## config.mk

```make
export PLATFORM = sky130hd
export DESIGN_NAME = ivt_cell
export DESIGN_NICKNAME = d
export VERILOG_FILES = /design/src/rtl/ivt_pkg.sv /design/src/rtl/ivt_cell.sv
export SDC_FILE = /design/constraint.sdc
export NUM_CORES = 1
export LEC_CHECK = 0
export BUFFER_PORTS_ARGS = -buffer_cell sky130_fd_sc_hd__clkbuf_2
export CAP_MARGIN = 40
export CORE_MARGIN = 2
export CORE_UTILIZATION = 40
export DETAILED_ROUTE_END_ITERATION = 16
export PLACE_DENSITY = 0.73
export RECOVER_POWER = 100
export REMOVE_ABC_BUFFERS = 1
export SLEW_MARGIN = 20
export SYNTH_ARGS = -nofsm -noshare
export SYNTH_HDL_FRONTEND = slang
export SYNTH_SLANG_ARGS = --single-unit
```

## constraint.sdc

```tcl
create_clock -name clk -period 6.35 [get_ports clk]
set_input_delay 0.3175 -clock clk [delete_from_list [all_inputs] [get_ports clk]]
set_output_delay 0.3175 -clock clk [all_outputs]
set_load 0.05 [all_outputs]
```

## src/rtl/ivt_pkg.sv

```systemverilog
`timescale 1ns / 1ps
// ----------------------------------------------------------------------------
// ivt_pkg
// Shared types and constants for the indexed vector table and its cells.
// ----------------------------------------------------------------------------
package ivt_pkg;

    localparam int DEPTH     = 64;
    localparam int WORD_BITS = 32;
    localparam int POS_W     = 7;
    localparam int DATA_W    = 32;
    localparam int KIND_W    = 3;
    localparam int STATUS_W  = 3;
    localparam int CNT_W     = $clog2(DEPTH + 1);
    localparam int CMP_W     = (CNT_W > POS_W) ? CNT_W : POS_W;

    typedef logic [WORD_BITS-1:0] word_t;
    typedef logic [CMP_W-1:0]     cmp_t;

    typedef enum logic [KIND_W-1:0] {
        REQ_GET    = 3'd0,
        REQ_SET    = 3'd1,
        REQ_INSERT = 3'd2,
        REQ_ERASE  = 3'd3,
        REQ_PUSH   = 3'd4,
        REQ_POP    = 3'd5,
        REQ_REMOVE = 3'd6,
        REQ_CLEAR  = 3'd7
    } req_t;

    typedef enum logic [STATUS_W-1:0] {
        ST_OK      = 3'd0,
        ST_RANGE   = 3'd1,
        ST_FULL    = 3'd2,
        ST_EMPTY   = 3'd3,
        ST_MISSING = 3'd4
    } status_t;

    typedef struct packed {
        logic  capture;
        logic  apply;
        req_t  kind;
        cmp_t  pos;
        cmp_t  count;
        word_t word;
    } cell_ctrl_t;

endpackage

```

## src/rtl/ivt_cell.sv

```systemverilog
`timescale 1ns / 1ps
// ----------------------------------------------------------------------------
// ivt_cell
// One table entry: holds a word, compares and reads it out on capture, and
// loads from the request, its left neighbor or its right neighbor on apply.
// ----------------------------------------------------------------------------
module ivt_cell (
    input  logic               clk,
    input  ivt_pkg::cell_ctrl_t ctrl,
    input  ivt_pkg::cmp_t      idx,
    input  ivt_pkg::word_t     left_word,
    input  ivt_pkg::word_t     right_word,
    input  logic               after_hit,
    output ivt_pkg::word_t     word,
    output logic               hit,
    output ivt_pkg::word_t     rd_word
);
    import ivt_pkg::*;

    word_t word_reg;
    word_t word_next;
    logic  hit_reg;
    word_t rd_reg;

    always_comb
    begin
        word_next = word_reg;
        if (ctrl.apply)
        begin
            case (ctrl.kind)
                REQ_SET:
                begin
                    if (idx == ctrl.pos)
                        word_next = ctrl.word;
                end
                REQ_INSERT:
                begin
                    if (idx == ctrl.pos)
                        word_next = ctrl.word;
                    else if (idx > ctrl.pos)
                        word_next = left_word;
                end
                REQ_ERASE:
                begin
                    if (idx >= ctrl.pos)
                        word_next = right_word;
                end
                REQ_PUSH:
                begin
                    if (idx == ctrl.count)
                        word_next = ctrl.word;
                end
                REQ_REMOVE:
                begin
                    if (after_hit)
                        word_next = right_word;
                end
                default:
                begin
                    word_next = word_reg;
                end
            endcase
        end
    end

    always_ff @(posedge clk)
    begin
        word_reg <= word_next;
        if (ctrl.capture)
        begin
            hit_reg <= (word_reg == ctrl.word) && (idx < ctrl.count);
            rd_reg  <= (idx == ctrl.pos) ? word_reg : '0;
        end
    end

    assign word    = word_reg;
    assign hit     = hit_reg;
    assign rd_word = rd_reg;

endmodule

```

==> reports/metrics.csv <==
stage;metric;value;unit
status;outcome;complete, but fails checks;
status;violations;max-capacitance violations, max-slew violations;
hold_path;hold_path_class;in -> reg;
critical_path;cp-start-kind;input pin;
clocking;numCtsBuffers;9;
logic_synthesis;mappedNetlistArea;3447;µm²
logic_synthesis;ys_ff_latch;65;
clocking;cts.sinks;65;
logic_synthesis;yosysSeqAreaShare;56.62;%
logic_synthesis;syn_inst;277;
critical_path;crit_type;in -> reg;
hold_path;min_path_cells;3;
routing;wire_per_inst;15.84;µm
critical_path;timing.rr.end;hit;
routing;vias;2928;
critical_path;r2r_cells;4;
placed_design;gp_congestion;0.8914;
die;rows;33;
cells_and_area;layout_commonest_cell;clkbuf_2;
timing;skew;0.006249;ns
clocking;clockBufferDepth;2;
timing;period_share;59.66;%
timing;period_needed;3.789;ns
placed_design;place_area;4481;µm²
critical_path;timing.rr.start;word[12];
logic_synthesis;yosysWarnings;0;
timing;hold_viol_final;0;
cells_and_area;mostFrequentLayoutCells;clkbuf_2, clkbuf_1, edfxtp_1;
clocking;hold_buffers;0;
critical_path;critPathArrivalTime;3.87;ns
timing;tns;0;ns
placed_design;pre_cts_slack;3.536;ns
timing;worst_slew_pin_slew;1.876;ns
logic_synthesis;synthArstFlopShare;0;%
die;ios;189;
cells_and_area;fin_area;4599;µm²
timing;max_freq;263.9;MHz
cells_and_area;num_antenna_cells;0;
critical_path;crit_path_cell_trace;clkbuf_2 -> inv_1 -> ha_1 -> nand4_1 -> nor2_1 -> nor2_1 -> buf_4 -> a222oi_1 -> inv_1;
power_and_ir_drop;power_density;243.8;nW/µm²
logic_synthesis;syn_area_per_cell;12.44;µm²
global_route;grt_max_degree;36;
clocking;cts_setup_buffers;0;
critical_path;crit_slowest_cell;nor2_1;
clocking;path_clk_slew;0.07;ns
run;drv_cap;1;
timing;drv_slew;36;
routing;antenna_left;0;
logic_synthesis;synth_edf_count;65;
placed_design;port_buffers;188;
clocking;cts_root_buffer;clkbuf_8;
timing;setup_slack;2.561;ns
global_route;grt_pass1_vias;3012;
timing;max-slew-margin-rel;-25.55;%
placed_design;dp_hpwl;6.980;mm
clocking;cts.repair.resized;0;
critical_path;required;6.43;ns
clocking;cts_tree;yes;
hold_path;worstHoldStart;left_word[10];
timing;rsz0062_at_grt;false;
routing;firstDrtPassIters;6;
clocking;htreeDepth;3;
global_route;grt_overflow;0;
routing;wirelength;9.156;mm
routing;drt-initial-drc-count;206;
critical_path;max_stage_delay;1.42;ns
logic_synthesis;synth_flop_cell;edfxtp_1;
die;die_h;96.83;µm
logic_synthesis;synth_cell_types;26;
power_and_ir_drop;ir_worst_vdd;0.1221;mV
global_route;antenna_found_initial;0;
cells_and_area;area_growth;33.43;%
critical_path;cp-end-kind;flop;
global_route;grt_pass1_wl;14.72;mm
die;fp.dieW;96.83;µm
critical_path;ff2ff_setup_slack;4.67;ns
critical_path;path_delay_family;simple AND/OR/NAND/NOR gates;
cells_and_area;fin_nets;606;
placed_design;dp_cells;561;
critical_path;cp_num_buf_inv;4;
routing;vias_per_cell;5.066;
clocking;clk_latency;0.33;ns
die;core-area;8299;µm²
power_and_ir_drop;power.leakage;2.098;nW
critical_path;cp_max_fo;35;
timing;finalSetupViolCount;0;
global_route;groute.usage.overall;19.90;%
routing;drcViolationCount;0;
cells_and_area;drive_gt1_share;29.39;%
cells_and_area;instances_no_fill;578;
die;fp.dieArea;9376;µm²
hold_path;min_to;word[10];
die;floorplan.initialDensity;41.53;%
[synth_stat cells, types with 3 or more instances]
| library cell | number | area share [%] |
|---|---|---|
| ha_1 | 14 | 5.1 |
| clkbuf_1 | 3 | 0.33 |
| a222oi_1 | 32 | 9.3 |
| buf_2 | 6 | 0.87 |
| inv_1 | 45 | 4.9 |
| xor2_1 | 32 | 8.1 |
| edfxtp_1 | 65 | 57 |
| nand2_1 | 4 | 0.44 |
| nor4_1 | 8 | 1.5 |
| buf_6 | 4 | 1.3 |
| a21oi_1 | 6 | 0.87 |
| and2_1 | 33 | 6.0 |
| nor2_1 | 4 | 0.44 |
| nand4_1 | 4 | 0.73 |
[metrics by stage]
stage / hold WS, ns / power [mW] / util (%)
finish: 0.2790 / 1.121 / 55.42
CTS: 0.2579 / 1.140 / 56.51
detailed placement: 0.5956 / 0.7609 / 53.99
global placement: 0.5903 / 0.7508 / 53.63
floorplan: 0.4300 / 0.6656 / -
global route: 0.2726 / 1.174 / 55.42
[kinds of logic (layout without fill, tap and decap cells)]
logic type	Yosys count	in the layout	share of synthesized area, %
XOR/XNOR	33	33	8.385
adder cells (fa/ha/maj)	14	14	5.082
AO/OA/AOI/OAI	45	45	11.69
AND/OR/NAND/NOR	62	62	10.82
flip-flops	65	65	56.62
buffers and inverters	58	254	7.405
[area by class of cell]
type / count / area, µm²
inverter: 45 / 168.9
sequential: 65 / 1952
fill: 761 / 3700
multi-input combinational: 154 / 1232
tap: 105 / 131.4
clock buffer: 9 / 123.9
timing repair buffer: 193 / 905.9
clock inverter: 7 / 85.08
[tightest hold or removal path, cell delays in order]
cell and delay [ns]:
clkbuf_2 0.07, a222oi_1 0.07, inv_1 0.05
[how the worst max path moves through the flow]
stage	slack [ns]	to	depth (start not counted)	startpoint
global route	1.92	word[3]	8	idx[6]
floorplan	3.78	word[0]	6	ctrl[45]
detailed placement	3.54	word[3]	9	ctrl[43]
CTS	3.89	word[3]	9	ctrl[43]
finish	2.56	word[3]	9	ctrl[43]
global placement	3.57	word[3]	8	ctrl[43]
[routing by layer]
| layer | share of wire (%) | GRT usage (%) | up-vias |
|---|---|---|---|
| met5 | 0 | 0 | - |
| met4 | 1.7 | 8.234 | 0 |
| met3 | 7.3 | 4.841 | 14 |
| met2 | 51 | 35.20 | 136 |
| met1 | 40 | 22.99 | 1355 |
| li1 | - | - | 1423 |
[report_power, final]
part           switching (mW)  internal [mW]
logic                   0.155         0.0748
clock network           0.160          0.217
registers              0.0152          0.500
total                   0.330          0.792
No activity file was read; power rests on OpenSTA's default activity.
